[config.mk]
export PLATFORM = sky130hd
export DESIGN_NAME = pixel_integer_class_converter
export DESIGN_NICKNAME = d
export VERILOG_FILES = /design/src/hw/rtl/pic_pkg.sv /design/src/hw/rtl/pic_widen.sv /design/src/hw/rtl/pic_narrow.sv /design/src/hw/rtl/pixel_integer_class_converter.sv
export SDC_FILE = /design/constraint.sdc
export NUM_CORES = 1
export LEC_CHECK = 0
export BUFFER_PORTS_ARGS = -buffer_cell sky130_fd_sc_hd__buf_2
export CORE_ASPECT_RATIO = 1.5
export CORE_MARGIN = 10
export CORE_UTILIZATION = 55
export DETAILED_ROUTE_END_ITERATION = 10
export PLACE_DENSITY = 0.74
export SYNTH_ARGS = -nofsm -noshare
export SYNTH_HDL_FRONTEND = slang
export SYNTH_HIERARCHICAL = 1
export SYNTH_SLANG_ARGS = --single-unit
[constraint.sdc]
create_clock -name clk -period 5.9 [get_ports clk]
set_input_delay 0.295 -clock clk [delete_from_list [all_inputs] [get_ports clk]]
set_output_delay 0.295 -clock clk [all_outputs]
set_load 0.02 [all_outputs]
[src/hw/rtl/pic_pkg.sv]
// Shared types and constants for the pixel integer class converter.
// No dependencies; imported by pic_widen, pic_narrow and the top level.
package pic_pkg;

  // Pixel class codes, as held in the class registers
  typedef enum logic [1:0] {
    CLS_U8  = 2'd0,
    CLS_U16 = 2'd1,
    CLS_I16 = 2'd2,
    CLS_LOG = 2'd3
  } class_t;

  // Configuration register indexes
  localparam logic REG_SOURCE = 1'b0;
  localparam logic REG_TARGET = 1'b1;

  localparam int SampleW = 16;
  localparam int ByteW   = 8;
  localparam int SumW    = SampleW + 1;

  // Offset between int16 and uint16 is a flip of the sign bit
  localparam logic [SampleW-1:0] SIGN_FLIP = 16'h8000;
  localparam logic [SampleW-1:0] FULL_U16  = 16'hFFFF;
  localparam logic [SampleW-1:0] FULL_U8   = 16'h00FF;
  localparam logic [SampleW-1:0] MAX_I16   = 16'h7FFF;
  localparam logic [SampleW-1:0] MIN_I16   = 16'h8000;

  // round(v / 257): add half the divisor, then multiply by the reciprocal
  localparam logic [SumW-1:0] HALF_DIV = 17'd128;
  localparam logic [SumW-1:0] DIVISOR  = 17'd257;
  // floor(2^24 / 257); the estimate is low by at most one
  localparam logic [15:0]     RECIP    = 16'd65280;
  localparam int              RecipSh  = 24;
  localparam int              ProdW    = SumW + 16;

  // Stage-1 result handed from the widen stage to the narrow pipeline
  typedef struct packed {
    logic               valid;
    logic               direct;  // final value known, no division needed
    logic [SampleW-1:0] dval;    // final value when direct
    logic [SampleW-1:0] wide;    // sample on the uint16 scale
  } mid_t;

endpackage

[src/hw/rtl/pic_widen.sv]
// First pipeline stage: brings the sample to the uint16 scale and resolves
// every conversion that needs no division. Depends on pic_pkg.
module pic_widen (
  input  logic                            clk,
  input  logic                            rst,
  input  logic                            accept,
  input  logic [pic_pkg::SampleW-1:0]     sample,
  input  pic_pkg::class_t                 source_class,
  input  logic [1:0]                      target_class,
  output pic_pkg::mid_t                   mid
);
  import pic_pkg::*;

  logic [SampleW-1:0] wide;
  logic [SampleW-1:0] dval;
  logic               direct;
  logic               on;

  // Widen to uint16 scale per source class
  always_comb begin
    on = (sample != '0);
    unique case (source_class)
      CLS_U8:  wide = {sample[ByteW-1:0], sample[ByteW-1:0]};
      CLS_U16: wide = sample;
      CLS_I16: wide = sample ^ SIGN_FLIP;
      default: wide = on ? FULL_U16 : '0;
    endcase
  end

  // Pick the final value where no division is involved
  always_comb begin
    direct = 1'b1;
    dval   = '0;
    if (source_class == CLS_LOG) begin
      unique case (target_class)
        CLS_U8:  dval = on ? FULL_U8 : '0;
        CLS_U16: dval = on ? FULL_U16 : '0;
        CLS_I16: dval = on ? MAX_I16 : MIN_I16;
        default: dval = '0;
      endcase
    end else begin
      unique case (target_class)
        CLS_U8: begin
          if (source_class == CLS_U8) begin
            dval = {{(SampleW-ByteW){1'b0}}, sample[ByteW-1:0]};
          end else begin
            direct = 1'b0;
          end
        end
        CLS_U16: dval = wide;
        CLS_I16: dval = wide ^ SIGN_FLIP;
        default: dval = '0;
      endcase
    end
  end

  // Stage-1 register
  always_ff @(posedge clk) begin
    if (rst) begin
      mid.valid <= 1'b0;
    end else begin
      mid.valid <= accept;
    end
    mid.direct <= direct;
    mid.dval   <= dval;
    mid.wide   <= wide;
  end

endmodule

[src/hw/rtl/pic_narrow.sv]
// Stages two to four: round(wide / 257) by reciprocal multiply with one
// correction step, then the output register. Depends on pic_pkg.
module pic_narrow (
  input  logic                        clk,
  input  logic                        rst,
  input  pic_pkg::mid_t               mid,
  output logic                        done,
  output logic [pic_pkg::SampleW-1:0] converted
);
  import pic_pkg::*;

  // Stage 2: rounding offset
  logic               s2_valid;
  logic               s2_direct;
  logic [SampleW-1:0] s2_dval;
  logic [SumW-1:0]    s2_sum;

  // Stage 3: reciprocal product
  logic               s3_valid;
  logic               s3_direct;
  logic [SampleW-1:0] s3_dval;
  logic [SumW-1:0]    s3_sum;
  logic [ProdW-1:0]   s3_prod;

  // Stage 4 logic: quotient correction
  logic [ByteW-1:0]   q_est;
  logic [SumW-1:0]    q_mul;
  logic [SumW-1:0]    rem;
  logic [ByteW-1:0]   quot;

  always_ff @(posedge clk) begin
    if (rst) begin
      s2_valid <= 1'b0;
      s3_valid <= 1'b0;
      done     <= 1'b0;
    end else begin
      s2_valid <= mid.valid;
      s3_valid <= s2_valid;
      done     <= s3_valid;
    end
    s2_direct <= mid.direct;
    s2_dval   <= mid.dval;
    s2_sum    <= {1'b0, mid.wide} + HALF_DIV;
    s3_direct <= s2_direct;
    s3_dval   <= s2_dval;
    s3_sum    <= s2_sum;
    s3_prod   <= ProdW'(s2_sum) * ProdW'(RECIP);
  end

  // Estimate is floor or one below; fix with one compare and add
  always_comb begin
    q_est = s3_prod[RecipSh+ByteW-1:RecipSh];
    q_mul = {1'b0, q_est, {ByteW{1'b0}}} + {{(SumW-ByteW){1'b0}}, q_est};
    rem   = s3_sum - q_mul;
    quot  = (rem >= DIVISOR) ? q_est + 8'd1 : q_est;
  end

  // Output register
  always_ff @(posedge clk) begin
    converted <= s3_direct ? s3_dval : {{(SampleW-ByteW){1'b0}}, quot};
  end

  // Every item that leaves stage one reaches done, through the stage-2 and stage-3 registers
  a_latency: assert property (@(posedge clk) disable iff (rst)
    mid.valid |-> ##3 done)
    else $error("pic_narrow: item did not reach output");

  // Reciprocal estimate is never more than one low
  a_recip: assert property (@(posedge clk) disable iff (rst)
    (s3_valid && !s3_direct) |-> (rem < (DIVISOR + DIVISOR)))
    else $error("pic_narrow: reciprocal estimate out of range");

  // A narrowed result fits in the low byte
  a_narrow: assert property (@(posedge clk) disable iff (rst)
    (s3_valid && !s3_direct) |=> (converted[SampleW-1:ByteW] == '0))
    else $error("pic_narrow: narrowed result exceeds a byte");

endmodule

[src/hw/rtl/pixel_integer_class_converter.sv]
// Path: a sample taken at a clock edge passes the stage-1, stage-2 and
// stage-3 registers and the output register, then shows on converted with done high.
// Throughput: one sample per cycle; busy is never raised, and results
// cannot be held off. The reciprocal multiply sets the stage depth.
// Reset (rst, synchronous): empties the pipeline, source_class = uint8,
// target_class = uint16.
module pixel_integer_class_converter (
  input  logic                        clk,
  input  logic                        rst,
  input  logic                        start,
  output logic                        busy,
  input  logic [pic_pkg::SampleW-1:0] sample,
  output logic                        done,
  output logic [pic_pkg::SampleW-1:0] converted,
  input  logic                        cfg_write,
  input  logic                        cfg_index,
  input  logic [1:0]                  cfg_data
);
  import pic_pkg::*;

  class_t     source_class;
  logic [1:0] target_class;
  logic       accept;
  mid_t       mid;

  assign busy   = 1'b0;
  assign accept = start && !busy;

  // Configuration registers
  always_ff @(posedge clk) begin
    if (rst) begin
      source_class <= CLS_U8;
      target_class <= CLS_U16;
    end else if (cfg_write) begin
      unique case (cfg_index)
        REG_SOURCE: source_class <= class_t'(cfg_data);
        REG_TARGET: target_class <= cfg_data;
        default:    target_class <= target_class;
      endcase
    end
  end

  pic_widen u_widen (
    .clk          (clk),
    .rst          (rst),
    .accept       (accept),
    .sample       (sample),
    .source_class (source_class),
    .target_class (target_class),
    .mid          (mid)
  );

  pic_narrow u_narrow (
    .clk       (clk),
    .rst       (rst),
    .mid       (mid),
    .done      (done),
    .converted (converted)
  );

endmodule
* Yosys cells after proc, flatten, opt, wreduce, memory -nomap -nowiden
Cells that the tools add are included.
Word-level totals: bits in registers 149, input bits 23, output and inout port bits 18, word-level logic and storage cells 50
Operators by class: muxes and demuxes 11, add/sub/neg operators 4, multiply operators 1, reductions and logical operators 6, $lt $le $gt $ge 1, equal/unequal tests 5, bitwise logic cells 4
Operator list (number):
- case mux 16 bit (3 select lines) | 3
- two-way mux 16 bit | 3
- two-way mux 8 bit | 4
- multiplier 17 x 8 -> 24 bit (second input constant) | 1
- adder 16 x 8 -> 17 bit | 1
- adder 16 x 8 -> 17 bit (second input constant) | 1
- greater-or-equal comparator 17 x 9 -> 1 bit (second input constant) | 1
- subtractor 17 bit | 1
- nonzero test 16 bit | 1
- adder 8 x 1 -> 8 bit (second input constant) | 1
- equality test 2 bit (second input constant) | 3
- equality test 2 x 1 -> 1 bit (second input constant) | 2
- logical NOT 2 bit | 2
- NOT 1 bit | 4
- AND reduction 2 bit | 2
- OR reduction 2 bit | 1
- two-way mux 1 bit | 1

* Longest topological paths before layout
Gate-level depths: netlist of run 1.
depth after elaboration 6, mapped depth 18, mapped depth without buffers 18

* Modules after synthesis
Netlist of run 1, hierarchy kept.
By module, submodules not included:
- pic_narrow | sequential area each 1901.8 um2, area an instance 6421.2 um2, instances 1, cells each 632
- pic_widen | sequential area each 680.7 um2, area an instance 1202.4 um2, instances 1, cells each 116
- pixel_integer_class_converter | sequential area each 80.1 um2, area an instance 186.4 um2, instances 1, cells each 19

* Worst setup path before layout of run 1
OpenSTA, ideal clock, no wires.
kind register to register, start register u_narrow.s2_sum[3], end register u_narrow.s3_prod[30], arrival 4.582 ns, clock period less this slack 4.654 ns, slack 1.246 ns, required time 5.828 ns, cell stages (with the launch flop) 19, setup time 0.072 ns, buffers on the path 0, cells stage by stage dfxtp_1 > inv_1 > fa_1 > inv_1 > fa_1 > fa_1 > inv_1 > fa_1 > inv_1 > ha_1 > o21a_1 > o21a_1 > o21ai_0 > a32o_1 > o21ai_1 > and4_1 > or3_1 > a21oi_1 > xnor2_1
On the way: cells in the longest elaborated chain, start to end 1
RTL lines:
- from (decl) | line pic_narrow.sv:16 | logic [SumW-1:0] s2_sum;
- from (signal assigned) | line pic_narrow.sv:43 | s2_sum <= {1'b0, mid.wide} + HALF_DIV;
- multiplier 17 x 8 -> 24 bit | line pic_narrow.sv:47 | s3_prod <= ProdW'(s2_sum) * ProdW'(RECIP);
- to (signal assigned) | line pic_narrow.sv:47
- to (decl) | line pic_narrow.sv:23 | logic [ProdW-1:0] s3_prod;
No other way between the ends. A chain may end at the register's enable or synchronous reset.

* Worst setup path after layout of run 1
Ends and elaborated chain as after synthesis.

==> flow_summary.toml, run 1 <==
[setup_path]
slowest_stage = "fa_1"
worstPathMaxFanout = 4
critical_path_class = "flop to flop"
crit_chain = "inv_1, fa_1, inv_1, fa_1, fa_1, inv_1, fa_1, inv_1, ha_1, o21a_1, o21a_1, o21ai_0, a32o_1, o21ai_1, and4_1, or3_1, a21oi_1, xnor2_1"
cp_top_family = "adder cells"
crit_buf_inv = 4
critPathArrivalTime_ns = 5.38
cp.required_ns = 6.23
max_stage_delay_ns = 0.56
start_kind = "flop"
worstSetupEndpointType = "flop"

[synth]
synthTopCellsByArea = "dfxtp_1 34%, fa_1 19%, ha_1 12%"
netlist_instances = 767
synth_ff_type = "dfxtp_1"
synth.yosys.seq_area_share_pct = 34.09
syn_nets = 937
async_reset_ff_share_pct = 0
syn-cell-area_sq_um = 7810
yosysTopAreaCell = "dfxtp_1"
avgSynthCellArea_sq_um = 10.18
yosys.cell_types.count = 72
synth-seq-cells = 133
synth_top_area_share_pct = 34.09
synth-warning-count = 6
synth_edf_count = 0

[routing]
wl_um = 16020
first_pass_iters = 6
via_per_inst = 5.182
top_layer = "met4"
drt_iter0_drc = 155
antenna_left = 0
vias = 5270
wire_per_inst_um = 15.75
route.met2.wl_um = 9214
drc = 0
met3WireLength_um = 434
drt-met1-wl_um = 5909

[grt]
first_global_vias = 5902
grt_max_degree = 28
grt_overflow = 0
grt_pass1_wl_um = 27260
antenna_found_initial = 0
track_usage_pct = 17.55

[placement]
io_buffers = 39
hpwl_um = 12780
gp_congestion = 0.9298

[clock_tree]
cts_sinks = 133
clk_pin_slew_ns = 0.05
clock_latency_ns = 0.40
tritoncts = "built"
postCtsSetupBuffers = 0
post_cts_resized = 0
htreeDepth = 4
cts_buffers = 17
cts_hold_buf = 0
clk_path_buf_depth = 2
root_buffer = "clkbuf_16"

[hold_path]
hold_path.class = "input port to flop"

[timing]
maxSlewViolCount = 0
tightest_slew_ns = 0.7705
hold_viol = 0
fmax_mhz = 197.8
period_minus_slack_ns = 5.055
period_share_pct = 85.69
slew_headroom_pct = 48.56
fin_tns_setup_ns = 0
finalClockSkew_ns = 0.01001
final-setup-viol-count = 0
rsz0062_at_grt = "false"

[final_layout]
final_cell_mix = "177 x inv_1, 133 x dfxtp_1, 75 x fa_1"
finalNetCount = 982
antenna_cells = 0
drive_gt1_share_pct = 12.24
fillers = 1093
area_delta_synth_final_pct = 12.38
layout_commonest_cell = "inv_1"

[die]
chipHeight_um = 165.9
die_w_um = 117.3
rows = 53
dieArea_sq_um = 19460
ios = 41
start_util_pct = 55.82
fp.coreArea_sq_um = 13990

[run]
cap_violations = 0

[run_status]
outcome = "complete, no violations"
through the flow:
stage	area [sq um]	util, %	instances	hold slack (ns)	worst slack (ns)
after detailed placement	8152	58.26	985	0.3121	0.9014
after floorplan	7810	-	767	0.3096	1.246
after CTS	8777	62.73	1017	0.08683	0.8647
after global routing	8777	62.73	1017	0.1249	0.5381
after global placement	8152	58.26	985	0.3114	1.001
final	8777	62.73	1017	0.1101	0.8446
worst paths after layout:
kind | startpoint | end | slack (ns) | depth (start not counted)
setup / recovery | u_narrow/s2_sum[3]$_DFF_P_ | u_narrow/s3_prod[30]$_DFF_P_ | 0.84 | 18
hold / removal | start | u_widen/mid[33]$_SDFF_PP0_ | 0.11 | 2
hold reg to reg | u_narrow/s2_dval[9]$_DFF_P_ | u_narrow/s3_dval[9]$_DFF_P_ | 0.32 | 0
setup reg to reg | u_narrow/s2_sum[3]$_DFF_P_ | u_narrow/s3_prod[30]$_DFF_P_ | 0.84 | 18
worst reg2reg max path: cells and delay by family, from the launching register on:
| kind | cells | cell delay [ns] |
|---|---|---|
| AOI/OAI and AO/OA | 6 | 1.02 |
| xor gates and xnor gates | 1 | 0.13 |
| adders and majority gates | 5 | 2.43 |
| buffers and inverters | 4 | 0.33 |
| DFF | 1 | 0.39 |
| and+or+nand+nor | 2 | 0.67 |
cells in the mapped netlist (all sizes together) (2+ instances only):
cell type / n
and2: 11
nor2b: 9
nor3b: 2
mux2i: 6
a311oi: 2
and3: 5
fa: 75
a32oi: 2
nand2: 30
clkbuf: 3
a31oi: 4
xor2: 9
nand3: 18
inv: 177
o21bai: 3
a211o: 4
o21ai: 19
o21a: 5
and4: 3
a21oi: 39
or3: 2
ha: 72
or2: 3
a211oi: 6
nor4: 6
o2111ai: 2
o31ai: 2
dfxtp: 133
o22ai: 10
nor2: 38
nor3: 8
mux2: 2
nand2b: 6
buf: 10
o211ai: 2
xnor2: 22
a21o: 6
nand4: 2
registers in the layout (all words and copies together), names as in the netlist:
register,count
u_narrow/s3_prod,8
u_narrow/s2_sum,17
u_narrow/converted,16
u_narrow/done,1
u_narrow/s2_dval,16
u_narrow/s3_sum,17
u_narrow/s3_direct,1
source_class,2
u_narrow/s3_valid,1
u_narrow/s2_valid,1
u_widen/mid,34
u_narrow/s3_dval,16
target_class,2
u_narrow/s2_direct,1
logic make-up after synthesis:
group | count (synthesis) | synth area share [%]
and+or+nand+nor | 146 | 10.69
adders and majority gates | 147 | 30.76
AOI/OAI and AO/OA | 111 | 9.789
muxes | 8 | 1.105
DFF | 133 | 34.09
buffers and inverters | 190 | 9.708
other | 1 | 0.04802
xor gates and xnor gates | 31 | 3.813
final cells by class:
type	count	area (sq um)	area share [%]
Sequential cell	133	2663	30.33
Multi-Input combinational cell	444	4389	50.01
Clock buffer	20	446.7	5.089
Timing Repair Buffer	39	195.2	2.224
Inverter	177	664.4	7.569
Tap cell	192	240.2	2.737
Clock inverter	12	178.9	2.038
metal layers:
metal / track usage [%] / vias to the layer above
li1: - / 2528
met2: 33.17 / 124
met5: 0 / -
met4: 6.688 / 0
met1: 18.00 / 2575
met3: 3.398 / 43
Power of run 1 is left out: the tool's default activity adds up to more than one toggle a clock period on the data nets, which glitch-free logic cannot reach.
==> run 2, diff against run 1 <==
--- a/config.mk
+++ b/config.mk
@@ -7,7 +7,6 @@
 export LEC_CHECK = 0
 export BUFFER_PORTS_ARGS = -buffer_cell sky130_fd_sc_hd__buf_2
 export CORE_ASPECT_RATIO = 1.5
-export CORE_MARGIN = 10
 export CORE_UTILIZATION = 55
 export DETAILED_ROUTE_END_ITERATION = 10
 export PLACE_DENSITY = 0.74
==> run 2 against run 1 <==
Via count down 0.30%. Clock skew decreased by 0.0018 ns. Cell area shrank 0.51%. First-iteration DRC count increased by 3.9%. Critical path type unchanged. Highest routed layer unchanged.
==> flow_summary.toml, run 2 (synthesis results as in run 1) <==
[timing]
slew_headroom_pct = 47.34
fin_tns_setup_ns = 0
period_share_pct = 85.29
hold_viol = 0
maxSlewViolCount = 0
period_minus_slack_ns = 5.032
final-setup-viol-count = 0
rsz0062_at_grt = "false"
fmax_mhz = 198.7
tightest_slew_ns = 0.7888
finalClockSkew_ns = 0.008239

[setup_path]
critPathArrivalTime_ns = 5.37
start_kind = "flop"
critical_path_class = "flop to flop"
crit_chain = "inv_1, fa_1, inv_1, fa_1, fa_1, inv_1, fa_1, inv_1, ha_1, o21a_1, o21a_1, o21ai_0, a32o_1, o21ai_1, and4_1, or3_1, a21oi_1, xnor2_1"
slowest_stage = "fa_1"
worstSetupEndpointType = "flop"
cp.required_ns = 6.23
max_stage_delay_ns = 0.58
worstPathMaxFanout = 4

[routing]
drt_iter0_drc = 161
vias = 5254
wire_per_inst_um = 16.09
first_pass_iters = 4
antenna_left = 0
via_per_inst = 5.307
wl_um = 15930
drc = 0

[run_status]
outcome = "complete, no violations"

[final_layout]
seq_area_sq_um = 2663
final_cell_mix = "177 x inv_1, 133 x dfxtp_1, 75 x fa_1"
drive_gt1_share_pct = 12.48
largest_reg_flops = 34
area_delta_synth_final_pct = 11.81
largest_register = "u_widen/mid"
fillers = 1121
top_regs = "u_widen/mid: 34 flops, u_narrow/s2_sum: 17 flops, u_narrow/s3_sum: 17 flops"
multi_input_area_sq_um = 4389
finalNetCount = 982
layout_commonest_cell = "inv_1"
finish.instance_area_sq_um = 8732
antenna_cells = 0

[clock_tree]
cts_hold_buf = 0
root_buffer = "clkbuf_16"
tritoncts = "built"
clk_path_buf_depth = 2
postCtsSetupBuffers = 0
htreeDepth = 4
clk_pin_slew_ns = 0.06
clock_latency_ns = 0.41
cts_buffers = 17
post_cts_resized = 0
cts_sinks = 133

[grt]
grt_pass1_wl_um = 26580
first_global_vias = 5755
grt_max_degree = 28
antenna_found_initial = 0
track_usage_pct = 23.60
grt_overflow = 0

[placement]
placed_area_sq_um = 8118
hpwl_um = 12970
gp_congestion = 0.8707
io_buffers = 39

[die]
dieArea_sq_um = 14690
chipHeight_um = 147.9
die_w_um = 99.30
start_util_pct = 56.08
rows = 53
ios = 41
fp.coreArea_sq_um = 13930

[run]
cap_violations = 0

[hold_path]
hold_path.class = "input port to flop"
==> run 2: worst max-delay path, delay by kind of cell, from the launching register on <==
kind	cells	cell delay [ns]
fa+ha+maj	5	2.44
compound gates	6	1.03
simple gates	2	0.64
flops	1	0.40
buf+inv	4	0.34
xor+xnor	1	0.13
==> run 2: final timing paths <==
kind,start,endpoint,slack (ns),cells past startpoint
worst max-delay path,u_narrow/s2_sum[3]$_DFF_P_,u_narrow/s3_prod[30]$_DFF_P_,0.87,18
worst min-delay path,start,u_widen/mid[33]$_SDFF_PP0_,0.11,2
worst max register to register,u_narrow/s2_sum[3]$_DFF_P_,u_narrow/s3_prod[30]$_DFF_P_,0.87,18
worst min register to register,u_widen/mid[0]$_DFF_P_,u_narrow/s2_sum[0]$_DFF_P_,0.32,0
==> run 2: routing by layer <==
layer / share of wire (%) / up-vias / GRT usage [%]
met5: 0 / - / 0
li1: - / 2529 / -
met3: 2.2 / 46 / 4.728
met2: 57 / 112 / 45.42
met4: 4.3 / 0 / 11.91
met1: 36 / 2567 / 23.53
==> run 2: cell type report <==
class | instances | share of cell area [%]
sequential | 133 | 30.49
multi-input combinational | 444 | 50.27
clock buffer | 18 | 5.029
inverter | 177 | 7.609
clock inverter | 14 | 2.006
tap | 165 | 2.364
timing repair buffer | 39 | 2.235
==> run 2: metrics by stage <==
stage	util (%)	hold WS, ns	instances	setup slack [ns]
3_5_place_dp	58.29	0.3121	958	0.8503
4_1_cts	62.70	0.09801	990	0.8378
5_1_grt	62.70	0.1123	990	0.6169
3_3_place_gp	58.29	0.3105	958	1.013
2_1_floorplan	-	0.3096	767	1.246
6_report	62.70	0.1124	990	0.8680
Power of run 2 is left out for the same reason.
